**src/rtl/aesp_pkg.sv**
```systemverilog
`default_nettype none

package aesp_pkg;

    // Screen limits and field widths
    localparam logic [7:0] MAX_COLUMNS = 8'd128;
    localparam logic [6:0] MAX_ROWS    = 7'd64;
    localparam int unsigned PARAM_CHARS = 16;

    localparam int unsigned COL_W   = 7;
    localparam int unsigned ROW_W   = 6;
    localparam int unsigned NUM_W   = 16;
    localparam int unsigned CELL_W  = 14;
    localparam int unsigned CHARS_W = 5;

    localparam logic [NUM_W-1:0]   NUM_MAX     = 16'hFFFF;
    localparam logic [CHARS_W-1:0] CHARS_LIMIT = 5'(PARAM_CHARS);

    // Command queue between the parser and the executer
    localparam int unsigned QUEUE_DEPTH = 2;
    localparam int unsigned QUEUE_PTR_W = 1;
    localparam int unsigned QUEUE_CNT_W = 2;

    // Configuration register indexes
    localparam logic [1:0] REG_SCREEN_COLUMNS    = 2'd0;
    localparam logic [1:0] REG_SCREEN_ROWS       = 2'd1;
    localparam logic [1:0] REG_DEFAULT_ATTRIBUTE = 2'd2;

    // Configuration reset values
    localparam logic [7:0] COLUMNS_RESET = 8'd80;
    localparam logic [6:0] ROWS_RESET    = 7'd25;
    localparam logic [7:0] ATTR_RESET    = 8'd7;

    // Sequence characters
    localparam logic [7:0] CHAR_BRACKET = 8'h5B;
    localparam logic [7:0] CHAR_SEMI    = 8'h3B;
    localparam logic [7:0] CHAR_SPACE   = 8'h20;
    localparam logic [7:0] CHAR_ZERO    = 8'h30;
    localparam logic [7:0] CHAR_NINE    = 8'h39;
    localparam logic [7:0] CHAR_UP      = 8'h41;
    localparam logic [7:0] CHAR_DOWN    = 8'h42;
    localparam logic [7:0] CHAR_RIGHT   = 8'h43;
    localparam logic [7:0] CHAR_LEFT    = 8'h44;
    localparam logic [7:0] CHAR_PLACE   = 8'h48;
    localparam logic [7:0] CHAR_ERASE   = 8'h4A;
    localparam logic [7:0] CHAR_SGR     = 8'h6D;

    // Erase codes
    localparam logic [NUM_W-1:0] ERASE_TO_END     = 16'd0;
    localparam logic [NUM_W-1:0] ERASE_TO_CURSOR  = 16'd1;
    localparam logic [NUM_W-1:0] ERASE_ALL        = 16'd2;
    localparam logic [NUM_W-1:0] ERASE_ALL_SCROLL = 16'd3;

    // Select graphic rendition codes
    localparam logic [NUM_W-1:0] SGR_RESET      = 16'd0;
    localparam logic [NUM_W-1:0] SGR_BRIGHT     = 16'd1;
    localparam logic [NUM_W-1:0] SGR_FLASH_SLOW = 16'd5;
    localparam logic [NUM_W-1:0] SGR_FLASH_FAST = 16'd6;
    localparam logic [NUM_W-1:0] SGR_NORMAL     = 16'd22;
    localparam logic [NUM_W-1:0] SGR_STEADY     = 16'd25;
    localparam logic [NUM_W-1:0] SGR_PEN_FIRST  = 16'd30;
    localparam logic [NUM_W-1:0] SGR_PEN_LAST   = 16'd37;
    localparam logic [NUM_W-1:0] SGR_BACK_FIRST = 16'd40;
    localparam logic [NUM_W-1:0] SGR_BACK_LAST  = 16'd47;

    // Attribute bit positions
    localparam int unsigned ATTR_BRIGHT_BIT = 6;
    localparam int unsigned ATTR_FLASH_BIT  = 7;

    typedef enum logic [3:0] {
        CMD_NONE    = 4'd0,
        CMD_MISSING = 4'd1,
        CMD_UP      = 4'd2,
        CMD_DOWN    = 4'd3,
        CMD_RIGHT   = 4'd4,
        CMD_LEFT    = 4'd5,
        CMD_PLACE   = 4'd6,
        CMD_ERASE   = 4'd7,
        CMD_SGR     = 4'd8
    } cmd_kind_t;

    typedef struct packed {
        cmd_kind_t         kind;
        logic [NUM_W-1:0]  first;
        logic [NUM_W-1:0]  second;
    } cmd_t;

    typedef struct packed {
        logic [7:0] columns;
        logic [6:0] rows;
        logic [7:0] default_attr;
    } cfg_t;

endpackage

`default_nettype wire

```
**src/rtl/aesp_front.sv**
```systemverilog
`default_nettype none

module aesp_front
    import aesp_pkg::*;
(
    input  wire logic       clk,
    input  wire logic       rst_n,
    input  wire logic       in_valid,
    output logic            in_ready,
    input  wire logic [7:0] seq_byte,
    input  wire logic       q_full,
    output logic            q_push,
    output cmd_t            q_cmd
);

    typedef enum logic [2:0] {
        PHASE_FIRST  = 3'b001,
        PHASE_SECOND = 3'b010,
        PHASE_DONE   = 3'b100
    } phase_t;

    logic               seen_reg,   seen_next;
    phase_t             phase_reg,  phase_next;
    logic [NUM_W-1:0]   first_reg,  first_next;
    logic [NUM_W-1:0]   second_reg, second_next;
    logic [CHARS_W-1:0] chars_reg,  chars_next;

    logic       is_digit;
    logic [7:0] digit_byte;

    // Append one decimal digit, saturating
    function automatic logic [NUM_W-1:0] add_digit(input logic [NUM_W-1:0] acc,
                                                   input logic [3:0] d);
        logic [NUM_W+3:0] r;
        r = {1'b0, acc, 3'b000} + {3'b000, acc, 1'b0} + {{NUM_W{1'b0}}, d};
        return (r > {4'd0, NUM_MAX}) ? NUM_MAX : r[NUM_W-1:0];
    endfunction

    assign in_ready   = !q_full;
    assign q_push     = in_valid && in_ready;
    assign is_digit   = seq_byte inside {[CHAR_ZERO:CHAR_NINE]};
    assign digit_byte = seq_byte - CHAR_ZERO;

    // Classify the byte and advance the parameter parser
    always_comb
    begin
        seen_next    = seen_reg;
        phase_next   = phase_reg;
        first_next   = first_reg;
        second_next  = second_reg;
        chars_next   = chars_reg;
        q_cmd.kind   = CMD_NONE;
        q_cmd.first  = first_reg;
        q_cmd.second = second_reg;

        if (!seen_reg)
        begin
            phase_next  = PHASE_FIRST;
            first_next  = '0;
            second_next = '0;
            chars_next  = '0;
            if (seq_byte != CHAR_BRACKET)
            begin
                q_cmd.kind = CMD_MISSING;
            end
            else
            begin
                seen_next = 1'b1;
            end
        end
        else
        begin
            case (seq_byte)
                CHAR_UP:    q_cmd.kind = CMD_UP;
                CHAR_DOWN:  q_cmd.kind = CMD_DOWN;
                CHAR_RIGHT: q_cmd.kind = CMD_RIGHT;
                CHAR_LEFT:  q_cmd.kind = CMD_LEFT;
                CHAR_PLACE: q_cmd.kind = CMD_PLACE;
                CHAR_ERASE: q_cmd.kind = CMD_ERASE;
                CHAR_SGR:   q_cmd.kind = CMD_SGR;
                CHAR_SPACE: q_cmd.kind = CMD_NONE;
                default:
                begin
                    // Store a parameter character while room is left
                    if (chars_reg < CHARS_LIMIT)
                    begin
                        chars_next = chars_reg + 1'b1;
                        case (phase_reg)
                            PHASE_FIRST:
                            begin
                                if (is_digit)
                                    first_next = add_digit(first_reg, digit_byte[3:0]);
                                else if (seq_byte == CHAR_SEMI)
                                    phase_next = PHASE_SECOND;
                                else
                                    phase_next = PHASE_DONE;
                            end
                            PHASE_SECOND:
                            begin
                                if (is_digit)
                                    second_next = add_digit(second_reg, digit_byte[3:0]);
                                else
                                    phase_next = PHASE_DONE;
                            end
                            default: phase_next = PHASE_DONE;
                        endcase
                    end
                end
            endcase

            // Drop the parse state once a final letter ends the sequence
            if (q_cmd.kind != CMD_NONE)
            begin
                seen_next   = 1'b0;
                phase_next  = PHASE_FIRST;
                first_next  = '0;
                second_next = '0;
                chars_next  = '0;
            end
        end
    end

    always_ff @(posedge clk or negedge rst_n)
    begin
        if (!rst_n)
        begin
            seen_reg   <= 1'b0;
            phase_reg  <= PHASE_FIRST;
            first_reg  <= '0;
            second_reg <= '0;
            chars_reg  <= '0;
        end
        else if (q_push)
        begin
            seen_reg   <= seen_next;
            phase_reg  <= phase_next;
            first_reg  <= first_next;
            second_reg <= second_next;
            chars_reg  <= chars_next;
        end
    end

endmodule

`default_nettype wire

```
**src/rtl/aesp_queue.sv**
```systemverilog
`default_nettype none

module aesp_queue
    import aesp_pkg::*;
(
    input  wire logic clk,
    input  wire logic rst_n,
    input  wire logic push,
    input  wire cmd_t push_cmd,
    input  wire logic pop,
    output cmd_t      head_cmd,
    output logic      full,
    output logic      empty
);

    cmd_t                   entries [QUEUE_DEPTH];
    logic [QUEUE_PTR_W-1:0] wr_ptr_reg;
    logic [QUEUE_PTR_W-1:0] rd_ptr_reg;
    logic [QUEUE_CNT_W-1:0] count_reg;

    assign full     = (count_reg == QUEUE_CNT_W'(QUEUE_DEPTH));
    assign empty    = (count_reg == '0);
    assign head_cmd = entries[rd_ptr_reg];

    // Store the pushed command
    always_ff @(posedge clk)
    begin
        if (push)
        begin
            entries[wr_ptr_reg] <= push_cmd;
        end
    end

    // Advance pointers and occupancy
    always_ff @(posedge clk or negedge rst_n)
    begin
        if (!rst_n)
        begin
            wr_ptr_reg <= '0;
            rd_ptr_reg <= '0;
            count_reg  <= '0;
        end
        else
        begin
            if (push)
                wr_ptr_reg <= wr_ptr_reg + 1'b1;
            if (pop)
                rd_ptr_reg <= rd_ptr_reg + 1'b1;
            if (push && !pop)
                count_reg <= count_reg + 1'b1;
            else if (pop && !push)
                count_reg <= count_reg - 1'b1;
        end
    end

    a_count_bound: assert property (@(posedge clk) disable iff (!rst_n)
        count_reg <= QUEUE_CNT_W'(QUEUE_DEPTH))
        else $error("queue occupancy beyond depth");

    a_push_grows: assert property (@(posedge clk) disable iff (!rst_n)
        (push && !pop) |=> (count_reg == $past(count_reg) + 1'b1))
        else $error("queue push without pop lost an entry");

endmodule

`default_nettype wire

```
**src/rtl/aesp_back.sv**
```systemverilog
`default_nettype none

module aesp_back
    import aesp_pkg::*;
(
    input  wire logic               clk,
    input  wire logic               rst_n,
    input  wire cfg_t               cfg,
    input  wire cmd_t               head_cmd,
    input  wire logic               q_empty,
    output logic                    q_pop,
    output logic                    out_valid,
    input  wire logic               out_ready,
    output logic                    sequence_done,
    output logic                    bracket_missing,
    output logic [ROW_W-1:0]        cursor_row,
    output logic [COL_W-1:0]        cursor_col,
    output logic [7:0]              current_attr,
    output logic                    erase_valid,
    output logic [CELL_W-1:0]       erase_start,
    output logic [CELL_W-1:0]       erase_end
);

    logic [ROW_W-1:0]  row_reg,  row_next;
    logic [COL_W-1:0]  col_reg,  col_next;
    logic [7:0]        attr_reg, attr_next;

    logic              out_valid_reg;
    logic              done_reg,    done_next;
    logic              missing_reg, missing_next;
    logic              ev_reg,      ev_next;
    logic [CELL_W-1:0] es_reg,      es_next;
    logic [CELL_W-1:0] ee_reg,      ee_next;

    logic [7:0]        cols_eff;
    logic [6:0]        rows_eff;
    logic [7:0]        cols_less;
    logic [6:0]        rows_less;
    logic [COL_W-1:0]  col_max;
    logic [ROW_W-1:0]  row_max;
    logic [NUM_W-1:0]  n;
    logic [NUM_W-1:0]  step;
    logic [NUM_W-1:0]  n_less;
    logic [NUM_W-1:0]  m_less;
    logic [NUM_W:0]    row_sum;
    logic [NUM_W:0]    col_sum;
    logic [CELL_W-1:0] row_cells;
    logic [CELL_W:0]   cur_raw;
    logic [CELL_W-1:0] total;
    logic [CELL_W-1:0] cur;
    logic [NUM_W-1:0]  pen_off;
    logic [NUM_W-1:0]  back_off;

    assign q_pop = !q_empty && (!out_valid_reg || out_ready);

    // Effective screen size
    always_comb
    begin
        if (cfg.columns == '0)
            cols_eff = 8'd1;
        else if (cfg.columns > MAX_COLUMNS)
            cols_eff = MAX_COLUMNS;
        else
            cols_eff = cfg.columns;

        if (cfg.rows == '0)
            rows_eff = 7'd1;
        else if (cfg.rows > MAX_ROWS)
            rows_eff = MAX_ROWS;
        else
            rows_eff = cfg.rows;
    end

    assign cols_less = cols_eff - 8'd1;
    assign rows_less = rows_eff - 7'd1;
    assign col_max   = cols_less[COL_W-1:0];
    assign row_max   = rows_less[ROW_W-1:0];

    // Operands shared by the commands
    assign n         = head_cmd.first;
    assign step      = (n == '0) ? NUM_W'(1) : n;
    assign n_less    = (n == '0) ? '0 : n - 1'b1;
    assign m_less    = (head_cmd.second == '0) ? '0 : head_cmd.second - 1'b1;
    assign row_sum   = {{(NUM_W+1-ROW_W){1'b0}}, row_reg} + {1'b0, step};
    assign col_sum   = {{(NUM_W+1-COL_W){1'b0}}, col_reg} + {1'b0, step};
    assign row_cells = CELL_W'(row_reg) * CELL_W'(cols_eff);
    assign cur_raw   = {1'b0, row_cells} + (CELL_W+1)'(col_reg);
    assign total     = CELL_W'(cols_eff) * CELL_W'(rows_eff);
    assign cur       = (cur_raw > {1'b0, total}) ? total : cur_raw[CELL_W-1:0];
    assign pen_off   = n - SGR_PEN_FIRST;
    assign back_off  = n - SGR_BACK_FIRST;

    // Execute the command at the queue head
    always_comb
    begin
        row_next     = row_reg;
        col_next     = col_reg;
        attr_next    = attr_reg;
        done_next    = 1'b1;
        missing_next = 1'b0;
        ev_next      = 1'b0;
        es_next      = '0;
        ee_next      = '0;

        case (head_cmd.kind)
            CMD_NONE:
            begin
                done_next = 1'b0;
            end
            CMD_MISSING:
            begin
                missing_next = 1'b1;
            end
            CMD_UP:
            begin
                if (NUM_W'(row_reg) > step)
                    row_next = row_reg - step[ROW_W-1:0];
                else
                    row_next = '0;
            end
            CMD_DOWN:
            begin
                if (row_sum > (NUM_W+1)'(row_max))
                    row_next = row_max;
                else
                    row_next = row_sum[ROW_W-1:0];
            end
            CMD_RIGHT:
            begin
                if (col_sum > (NUM_W+1)'(col_max))
                    col_next = col_max;
                else
                    col_next = col_sum[COL_W-1:0];
            end
            CMD_LEFT:
            begin
                if (NUM_W'(col_reg) > step)
                    col_next = col_reg - step[COL_W-1:0];
                else
                    col_next = '0;
            end
            CMD_PLACE:
            begin
                row_next = (n_less > NUM_W'(row_max)) ? row_max : n_less[ROW_W-1:0];
                col_next = (m_less > NUM_W'(col_max)) ? col_max : m_less[COL_W-1:0];
            end
            CMD_ERASE:
            begin
                if (n == ERASE_TO_END)
                begin
                    ev_next = 1'b1;
                    es_next = cur;
                    ee_next = total;
                end
                else if (n == ERASE_TO_CURSOR)
                begin
                    ev_next = 1'b1;
                    ee_next = cur;
                end
                else if (n == ERASE_ALL || n == ERASE_ALL_SCROLL)
                begin
                    ev_next = 1'b1;
                    ee_next = total;
                end
            end
            CMD_SGR:
            begin
                if (n == SGR_RESET)
                    attr_next = cfg.default_attr;
                else if (n == SGR_BRIGHT)
                    attr_next[ATTR_BRIGHT_BIT] = 1'b1;
                else if (n == SGR_FLASH_SLOW || n == SGR_FLASH_FAST)
                    attr_next[ATTR_FLASH_BIT] = 1'b1;
                else if (n == SGR_NORMAL)
                    attr_next[ATTR_BRIGHT_BIT] = 1'b0;
                else if (n == SGR_STEADY)
                    attr_next[ATTR_FLASH_BIT] = 1'b0;
                else if (n inside {[SGR_PEN_FIRST:SGR_PEN_LAST]})
                    attr_next[2:0] = pen_off[2:0];
                else if (n inside {[SGR_BACK_FIRST:SGR_BACK_LAST]})
                    attr_next[5:3] = back_off[2:0];
            end
            default:
            begin
                done_next = 1'b0;
            end
        endcase
    end

    // Update cursor, attribute and result valid
    always_ff @(posedge clk or negedge rst_n)
    begin
        if (!rst_n)
        begin
            row_reg       <= '0;
            col_reg       <= '0;
            attr_reg      <= ATTR_RESET;
            out_valid_reg <= 1'b0;
        end
        else
        begin
            if (q_pop)
            begin
                row_reg       <= row_next;
                col_reg       <= col_next;
                attr_reg      <= attr_next;
                out_valid_reg <= 1'b1;
            end
            else if (out_ready)
            begin
                out_valid_reg <= 1'b0;
            end
        end
    end

    // Hold the result payload
    always_ff @(posedge clk)
    begin
        if (q_pop)
        begin
            done_reg    <= done_next;
            missing_reg <= missing_next;
            ev_reg      <= ev_next;
            es_reg      <= es_next;
            ee_reg      <= ee_next;
        end
    end

    assign out_valid       = out_valid_reg;
    assign sequence_done   = done_reg;
    assign bracket_missing = missing_reg;
    assign cursor_row      = row_reg;
    assign cursor_col      = col_reg;
    assign current_attr    = attr_reg;
    assign erase_valid     = ev_reg;
    assign erase_start     = es_reg;
    assign erase_end       = ee_reg;

    a_missing_ends: assert property (@(posedge clk) disable iff (!rst_n)
        (out_valid_reg && missing_reg) |-> done_reg)
        else $error("missing bracket reported without sequence end");

    a_no_erase_zero: assert property (@(posedge clk) disable iff (!rst_n)
        (out_valid_reg && !ev_reg) |-> (es_reg == '0 && ee_reg == '0))
        else $error("erase range set without erase");

    a_erase_order: assert property (@(posedge clk) disable iff (!rst_n)
        (out_valid_reg && ev_reg) |-> (es_reg <= ee_reg))
        else $error("erase range reversed");

endmodule

`default_nettype wire

```
**src/rtl/ansi_escape_sequence_parser.sv**
```systemverilog
// Parser for the bytes that follow ESC in an ANSI terminal stream. Each byte
// taken on the input channel gives exactly one result transaction, which shows
// whether the sequence ended, the cursor and attribute after the byte, and an
// erase range of cell indexes for J. The block takes one byte per clock cycle
// sustained while out_ready holds; the command for a byte enters the queue at
// the accepting edge and the executer registers its result when it pops the
// command. The rate is set by the executer, whose cursor update for one byte
// feeds the next. A two-entry command queue parts
// the two halves, so two more bytes are taken while a result waits before the
// input stalls. cursor_row, cursor_col and current_attr always show the state
// after the byte whose result is on the output. Write the configuration
// registers only while no transaction is in flight.
`default_nettype none

module ansi_escape_sequence_parser
    import aesp_pkg::*;
(
    input  wire logic               clk,
    input  wire logic               rst_n,
    input  wire logic               in_valid,
    output logic                    in_ready,
    input  wire logic [7:0]         seq_byte,
    output logic                    out_valid,
    input  wire logic               out_ready,
    output logic                    sequence_done,
    output logic                    bracket_missing,
    output logic [ROW_W-1:0]        cursor_row,
    output logic [COL_W-1:0]        cursor_col,
    output logic [7:0]              current_attr,
    output logic                    erase_valid,
    output logic [CELL_W-1:0]       erase_start,
    output logic [CELL_W-1:0]       erase_end,
    input  wire logic               cfg_we,
    input  wire logic [1:0]         cfg_index,
    input  wire logic [7:0]         cfg_wdata
);

    logic [7:0] screen_columns_reg;
    logic [6:0] screen_rows_reg;
    logic [7:0] default_attribute_reg;
    cfg_t       cfg;

    logic       q_push;
    logic       q_pop;
    logic       q_full;
    logic       q_empty;
    cmd_t       push_cmd;
    cmd_t       head_cmd;

    // Configuration registers
    always_ff @(posedge clk or negedge rst_n)
    begin
        if (!rst_n)
        begin
            screen_columns_reg    <= COLUMNS_RESET;
            screen_rows_reg       <= ROWS_RESET;
            default_attribute_reg <= ATTR_RESET;
        end
        else if (cfg_we)
        begin
            case (cfg_index)
                REG_SCREEN_COLUMNS:    screen_columns_reg    <= cfg_wdata;
                REG_SCREEN_ROWS:       screen_rows_reg       <= cfg_wdata[6:0];
                REG_DEFAULT_ATTRIBUTE: default_attribute_reg <= cfg_wdata;
                default: ;
            endcase
        end
    end

    assign cfg.columns      = screen_columns_reg;
    assign cfg.rows         = screen_rows_reg;
    assign cfg.default_attr = default_attribute_reg;

    aesp_front u_front (
        .clk      (clk),
        .rst_n    (rst_n),
        .in_valid (in_valid),
        .in_ready (in_ready),
        .seq_byte (seq_byte),
        .q_full   (q_full),
        .q_push   (q_push),
        .q_cmd    (push_cmd)
    );

    aesp_queue u_queue (
        .clk      (clk),
        .rst_n    (rst_n),
        .push     (q_push),
        .push_cmd (push_cmd),
        .pop      (q_pop),
        .head_cmd (head_cmd),
        .full     (q_full),
        .empty    (q_empty)
    );

    aesp_back u_back (
        .clk             (clk),
        .rst_n           (rst_n),
        .cfg             (cfg),
        .head_cmd        (head_cmd),
        .q_empty         (q_empty),
        .q_pop           (q_pop),
        .out_valid       (out_valid),
        .out_ready       (out_ready),
        .sequence_done   (sequence_done),
        .bracket_missing (bracket_missing),
        .cursor_row      (cursor_row),
        .cursor_col      (cursor_col),
        .current_attr    (current_attr),
        .erase_valid     (erase_valid),
        .erase_start     (erase_start),
        .erase_end       (erase_end)
    );

endmodule

`default_nettype wire
```
**config.mk**
```make
export PLATFORM = sky130hd
export DESIGN_NAME = ansi_escape_sequence_parser
export DESIGN_NICKNAME = d
export VERILOG_FILES = /design/src/rtl/aesp_pkg.sv /design/src/rtl/aesp_front.sv /design/src/rtl/aesp_queue.sv /design/src/rtl/aesp_back.sv /design/src/rtl/ansi_escape_sequence_parser.sv
export SDC_FILE = /design/constraint.sdc
export NUM_CORES = 1
export LEC_CHECK = 0
export BUFFER_PORTS_ARGS = -buffer_cell sky130_fd_sc_hd__buf_2
export CAP_MARGIN = 20
export CORE_ASPECT_RATIO = 1.25
export CORE_MARGIN = 2
export CORE_UTILIZATION = 50
export CTS_CLUSTER_DIAMETER = 150
export CTS_CLUSTER_SIZE = 40
export DETAILED_ROUTE_END_ITERATION = 16
export GPL_ROUTABILITY_DRIVEN = 0
export PLACE_DENSITY = 0.67
export REMOVE_ABC_BUFFERS = 1
export SKIP_CTS_REPAIR_TIMING = 1
export SYNTH_ARGS = -nofsm -noshare
export SYNTH_HDL_FRONTEND = slang
export SYNTH_SLANG_ARGS = --single-unit
```
**constraint.sdc**
```tcl
create_clock -name clk -period 8.2 [get_ports clk]
set_clock_uncertainty 0.05 [all_clocks]
set_input_delay 0.82 -clock clk [delete_from_list [all_inputs] [get_ports clk]]
set_output_delay 0.82 -clock clk [all_outputs]
set_load 0.03 [all_outputs]
```
==> reports/qor.yml, run 1 <==
detailed_routing:
  vias: 13600
  drt_iter0_markers: 772
  dr.pass1.iters: 5
  antenna_left: 0
  viasPerCell: 5.91
  wl_per_cell_um: 18.1
  wl_um: 41600
  drc_errors: 0
setup_path:
  slowest_delay_ps: 610
  worstSetupEndpointType: "flip-flop"
  reg2reg_depth: 28
  worstPathBufferInverterCount: 7
  reg2reg_setup_slack_ps: 640
  crit_path_start_kind: "flip-flop"
  cpMaxStageDelayCell: "dfrtp_1"
  cp.depth: 28
  worst-endpoint-arrival_ps: 7690
  critPathTopFamily: "adder cells"
  worstPathRequired_ps: 8330
  critPathMaxFanout: 18
  path_class: "reg -> reg"
  crit_top_cell: "inv_1"
global_route:
  grtUsageMet2: 0.435
  grt_pass1_vias: 13600
  grt_pass1_wl_um: 68600
  use_met1: 0.283
  grt_antenna_before_repair: 0
  grt_max_degree: 77
  track_usage: 0.240
  top_usage_layer: "met2"
  use_met3: 0.0308
  grt-ovfl-total: 0
timing:
  min_period_ps: 7560
  worstMarginPinSlew_ps: 1060
  fin_crit_sh: 0.922
  tns_ps: 0
  hold_viol: 0
  finalSetupViolCount: 0
  fmax_mhz: 132
  drv_slew: 0
  slew_headroom: 0.295
  rsz0062_at_grt: "no"
synth:
  ys_types: 99
  synth.top_cell.area_share: 0.180
  synthArstFlopShare: 0.466
  yosysSeqAreaShare: 0.312
  yosysTopAreaCell: "edfxtp_1"
  yosys_warnings: 0
  synth_area_um2: 17200
  ys_top_cells_by_area: "edfxtp_1 18%, ha_1 15%, dfrtp_1 11%"
  synth_cells: 1786
  synth_edf_count: 103
  synth_seq_cells: 193
  syn_area_per_cell_um2: 9.63
  yosys_most_used_dff: "edfxtp_1"
clock_tree:
  clock-sinks: 193
  ctsHtreeMaxLevel: 4
  clockBufferDepth: 2
  cts_tree: "built"
  clock_latency_ps: 460
  cts_made_buffers: 17
  clk_pin_slew_ps: 70
  cts_root_buf: "clkbuf_16"
floorplanning:
  die_h_um: 211
  die-width_um: 170
  die-area_um2: 35900
  initial_core_util: 0.511
  placementRows: 75
  core-area_um2: 33700
  ioPinCount: 77
pwr:
  p_leak_nw: 8.33
  irDropWorstVdd_mv: 0.470
  power_mw: 8.50
  power_per_cell_area_nw_per_um2: 454
layout:
  antenna-diode-count: 0
  final_layout_size_suffix_gt1_frac: 0.115
  finalNonFillerCells: 2294
  final_common_cell: "ha_1"
  largest_register_ffs: 72
  area_growth_pct: 8.74
  mostFrequentLayoutCells: "213 x ha_1, 179 x nor2_1, 125 x inv_1"
  finalNetCount: 2159
job:
  cap_violations: 0
placement:
  dp_hpwl_um: 32900
  io_buffers: 76
  post-place-cells: 2261
status:
  status: "completed"
worst_hold_path:
  hold_class: "in -> async"
cell families (layout without fill, tap and decap cells):
family	after synthesis	count (layout)	synth area share
adder cells (fa/ha/maj)	278	278	0.231
buffers and inverters	173	258	0.0402
AND/OR/NAND/NOR	596	596	0.176
flip-flops	193	193	0.312
AO/OA/AOI/OAI	385	385	0.150
XOR/XNOR	91	91	0.0468
multiplexers	70	70	0.0452
where the power goes:
group | internal [mW] | switching (mW)
Sequential | 1.32 | 0.291
Combinational | 2.42 | 3.59
Clock | 0.465 | 0.399
Total | 4.21 | 4.28
area by class of cell:
cell class,count,area (µm²)
flip-flops and latches,193,5360
repair buffers,96,533
well taps,423,529
inverters,130,488
fillers,2952,15000
clock inverters,15,193
clock buffers,17,425
multi-input cells,1420,11200
Yosys cell counts, drive strengths merged, types with 6 or more instances:
cell       n
a211o      6
nand2b    36
fa        65
o21ai     84
a21o      14
nor4b      7
mux2      37
o21a      15
a221oi     6
dfstp     12
nor3b     14
ha       213
inv      128
and2      43
and3       9
a211oi    10
a221o      6
a31oi     10
o2111ai    7
mux2i     33
dfrtp     78
edfxtp   103
nand3     40
nand2    104
o211ai    14
clkbuf    29
o21bai    10
or3       12
nor4      11
nor3      59
xnor2     63
xor2      28
buf       14
nor2     184
o22a       9
nor2b     38
a21oi    116
nand4     17
o22ai     21
worst paths after layout:
path,from,endpoint
worst max register to register,screen_columns_reg[7],u_back.erase_end[10]
max in group asynchronous,rst_n,u_queue.rd_ptr_reg
worst max-delay path,screen_columns_reg[7],u_back.erase_end[10]
worst min register to register,u_back.current_attr[0],u_back.current_attr[0]
min in group clk,u_back.current_attr[0],u_back.current_attr[0]
worst min-delay path,rst_n,u_front.first_reg[2]
routing by layer:
layer / routed length [µm] / up-vias
met2: 21500 / 293
li1: - / 6586
met4: 1490 / 0
met5: 0 / -
met3: 1300 / 66
met1: 17300 / 6605
metrics by stage:
stage | hold slack (ps) | cell area [µm²] | worst slack (ps) | utilization
after floorplan | 411 | 17000 | 965 | -
after global placement | 411 | 18100 | 732 | 0.536
after detailed placement | 412 | 18100 | 546 | 0.536
after CTS | 302 | 18700 | 548 | 0.555
after global routing | 329 | 18700 | 190 | 0.555
final | 293 | 18700 | 639 | 0.555
No activity file was read; power rests on OpenSTA's default activity.
==> run 2: changes to the inputs <==
- CORE_MARGIN: 2 -> 4
- SKIP_CTS_REPAIR_TIMING: 1 -> default
==> reports/qor.yml, run 2 (synthesis results as in run 1) <==
clock_tree:
  clock_latency_ps: 460  # about the same
  clk_pin_slew_ps: 80  # about the same
  cts-hold-fix-buffers: 0
  cts_made_buffers: 17  # unchanged
  cts_tree: "built"
  post_cts_resized: 0
  ctsHtreeMaxLevel: 4  # unchanged
  cts_root_buf: "clkbuf_16"
  cts_setup_buffers: 0
  clock-sinks: 193  # unchanged
  clockBufferDepth: 2  # unchanged
setup_path:
  worstSetupEndpointType: "flip-flop"
  crit_path_start_kind: "flip-flop"
  worstPathRequired_ps: 8340  # about the same
  slowest_delay_ps: 610  # about the same
  worstPathBufferInverterCount: 7  # unchanged
  path_class: "reg -> reg"
  cpMaxStageDelayCell: "dfrtp_1"
  critPathMaxFanout: 18  # unchanged
  crit_top_cell: "inv_1"
  worst-endpoint-arrival_ps: 7680  # about the same
  critPathTopFamily: "adder cells"
detailed_routing:
  wl_um: 41900  # +0.67%
  dr.pass1.iters: 5  # unchanged
  viasPerCell: 5.93  # +0.32%
  antenna_left: 0  # unchanged
  drc_errors: 0  # unchanged
  vias: 13600  # +0.28%
  drt_iter0_markers: 783  # +1.4%
  highest_layer: "met4"
  wl_per_cell_um: 18.3  # +0.71%
  route.met3.wl_um: 1620  # +25%
  wl_met1_um: 17000  # -1.7%
  wl_met2_um: 21200  # -1.3%
layout:
  finalNetCount: 2158  # -0.046%
  antenna-diode-count: 0  # unchanged
  seq_area_um2: 5360  # unchanged
  final_common_cell: "ha_1"
  mostFrequentLayoutCells: "213 x ha_1, 179 x nor2_1, 125 x inv_1"
  largest_register_ffs: 72  # unchanged
  multi_input_area_um2: 11200  # unchanged
  area_growth_pct: 8.58
  final_layout_size_suffix_gt1_frac: 0.115  # -0.000473
  nFillCells: 3018  # +2.2%
global_route:
  track_usage: 0.222  # -0.0181
  grt_pass1_vias: 13500  # -0.25%
  grt_pass1_wl_um: 67800  # -1.1%
  grt_antenna_before_repair: 0  # unchanged
  grt_max_degree: 73  # -5.2%
  grt-ovfl-total: 0  # unchanged
timing:
  hold_viol: 0  # unchanged
  worstMarginPinSlew_ps: 1050  # -7.97 ps
  slew_headroom: 0.298  # +0.00287
  drv_slew: 0  # unchanged
  min_period_ps: 7530  # -28.9 ps
  fin_crit_sh: 0.919  # -0.00353
  finalSetupViolCount: 0  # unchanged
  tns_ps: 0  # unchanged
  rsz0062_at_grt: "no"
  fmax_mhz: 133  # +0.38%
placement:
  io_buffers: 76  # unchanged
  dp_hpwl_um: 33200  # +0.97%
worst_hold_path:
  hold_class: "in -> async"
job:
  cap_violations: 0  # unchanged
floorplanning:
  core-area_um2: 33800  # +0.28%
  placementRows: 75  # unchanged
  die_h_um: 215  # +1.9%
  die-width_um: 174  # +2.4%
  ioPinCount: 77  # unchanged
  initial_core_util: 0.509  # -0.00142
  die-area_um2: 37400  # +4.3%
status:
  status: "completed"
## run 2: changes by cell type in the layout (fill, tap and decap cells not counted)
cell / delta
buf_4: -2
buf_6: +1
bufinv_16: -1
clkinv_4: -1
clkinvlp_4: +1
inv_6: +1
## run 2: layout make-up
class                      count  share of cell area
clock inverter                15             0.00911
tap                          423              0.0283
sequential                   193               0.287
clock buffer                  17              0.0228
timing repair buffer          95              0.0283
multi-input combinational   1420               0.598
inverter                     130              0.0261
## run 2: per-stage QoR
step	instance area (µm²)	hold WS (ps)	util	worst slack (ps)	cells
finish	18700	289	0.553	668	2293
global route	18700	326	0.553	188	2293
CTS	18700	296	0.552	521	2293
detailed placement	18100	421	0.535	520	2261
global placement	18100	410	0.535	712	2260
floorplan	17000	411	-	965	1743
## run 2: path summary, 6_finish.rpt
kind | endpoint | from | slack, ps | cells after the start
hold / removal | u_front.first_reg[2] | rst_n | 290 | 1
setup / recovery | u_back.erase_end[7] | screen_columns_reg[7] | 670 | 28
hold reg to reg | u_back.current_attr[0] | u_back.current_attr[0] | 430 | 2
min in group clk | u_back.current_attr[0] | u_back.current_attr[0] | 430 | 2
max in group asynchronous | u_queue.rd_ptr_reg | rst_n | 6740 | 2
setup reg to reg | u_back.erase_end[7] | screen_columns_reg[7] | 670 | 28
## run 2: layer usage
layer | GRT usage | vias to the layer above
li1 | - | 6595
met1 | 0.259 | 6530
met2 | 0.392 | 352
met3 | 0.0285 | 111
met4 | 0.124 | 0
met5 | 0 | -
Power of run 2 is not shown: default switching activity piles up to over one toggle a cycle in this logic, so the estimate is an artifact.
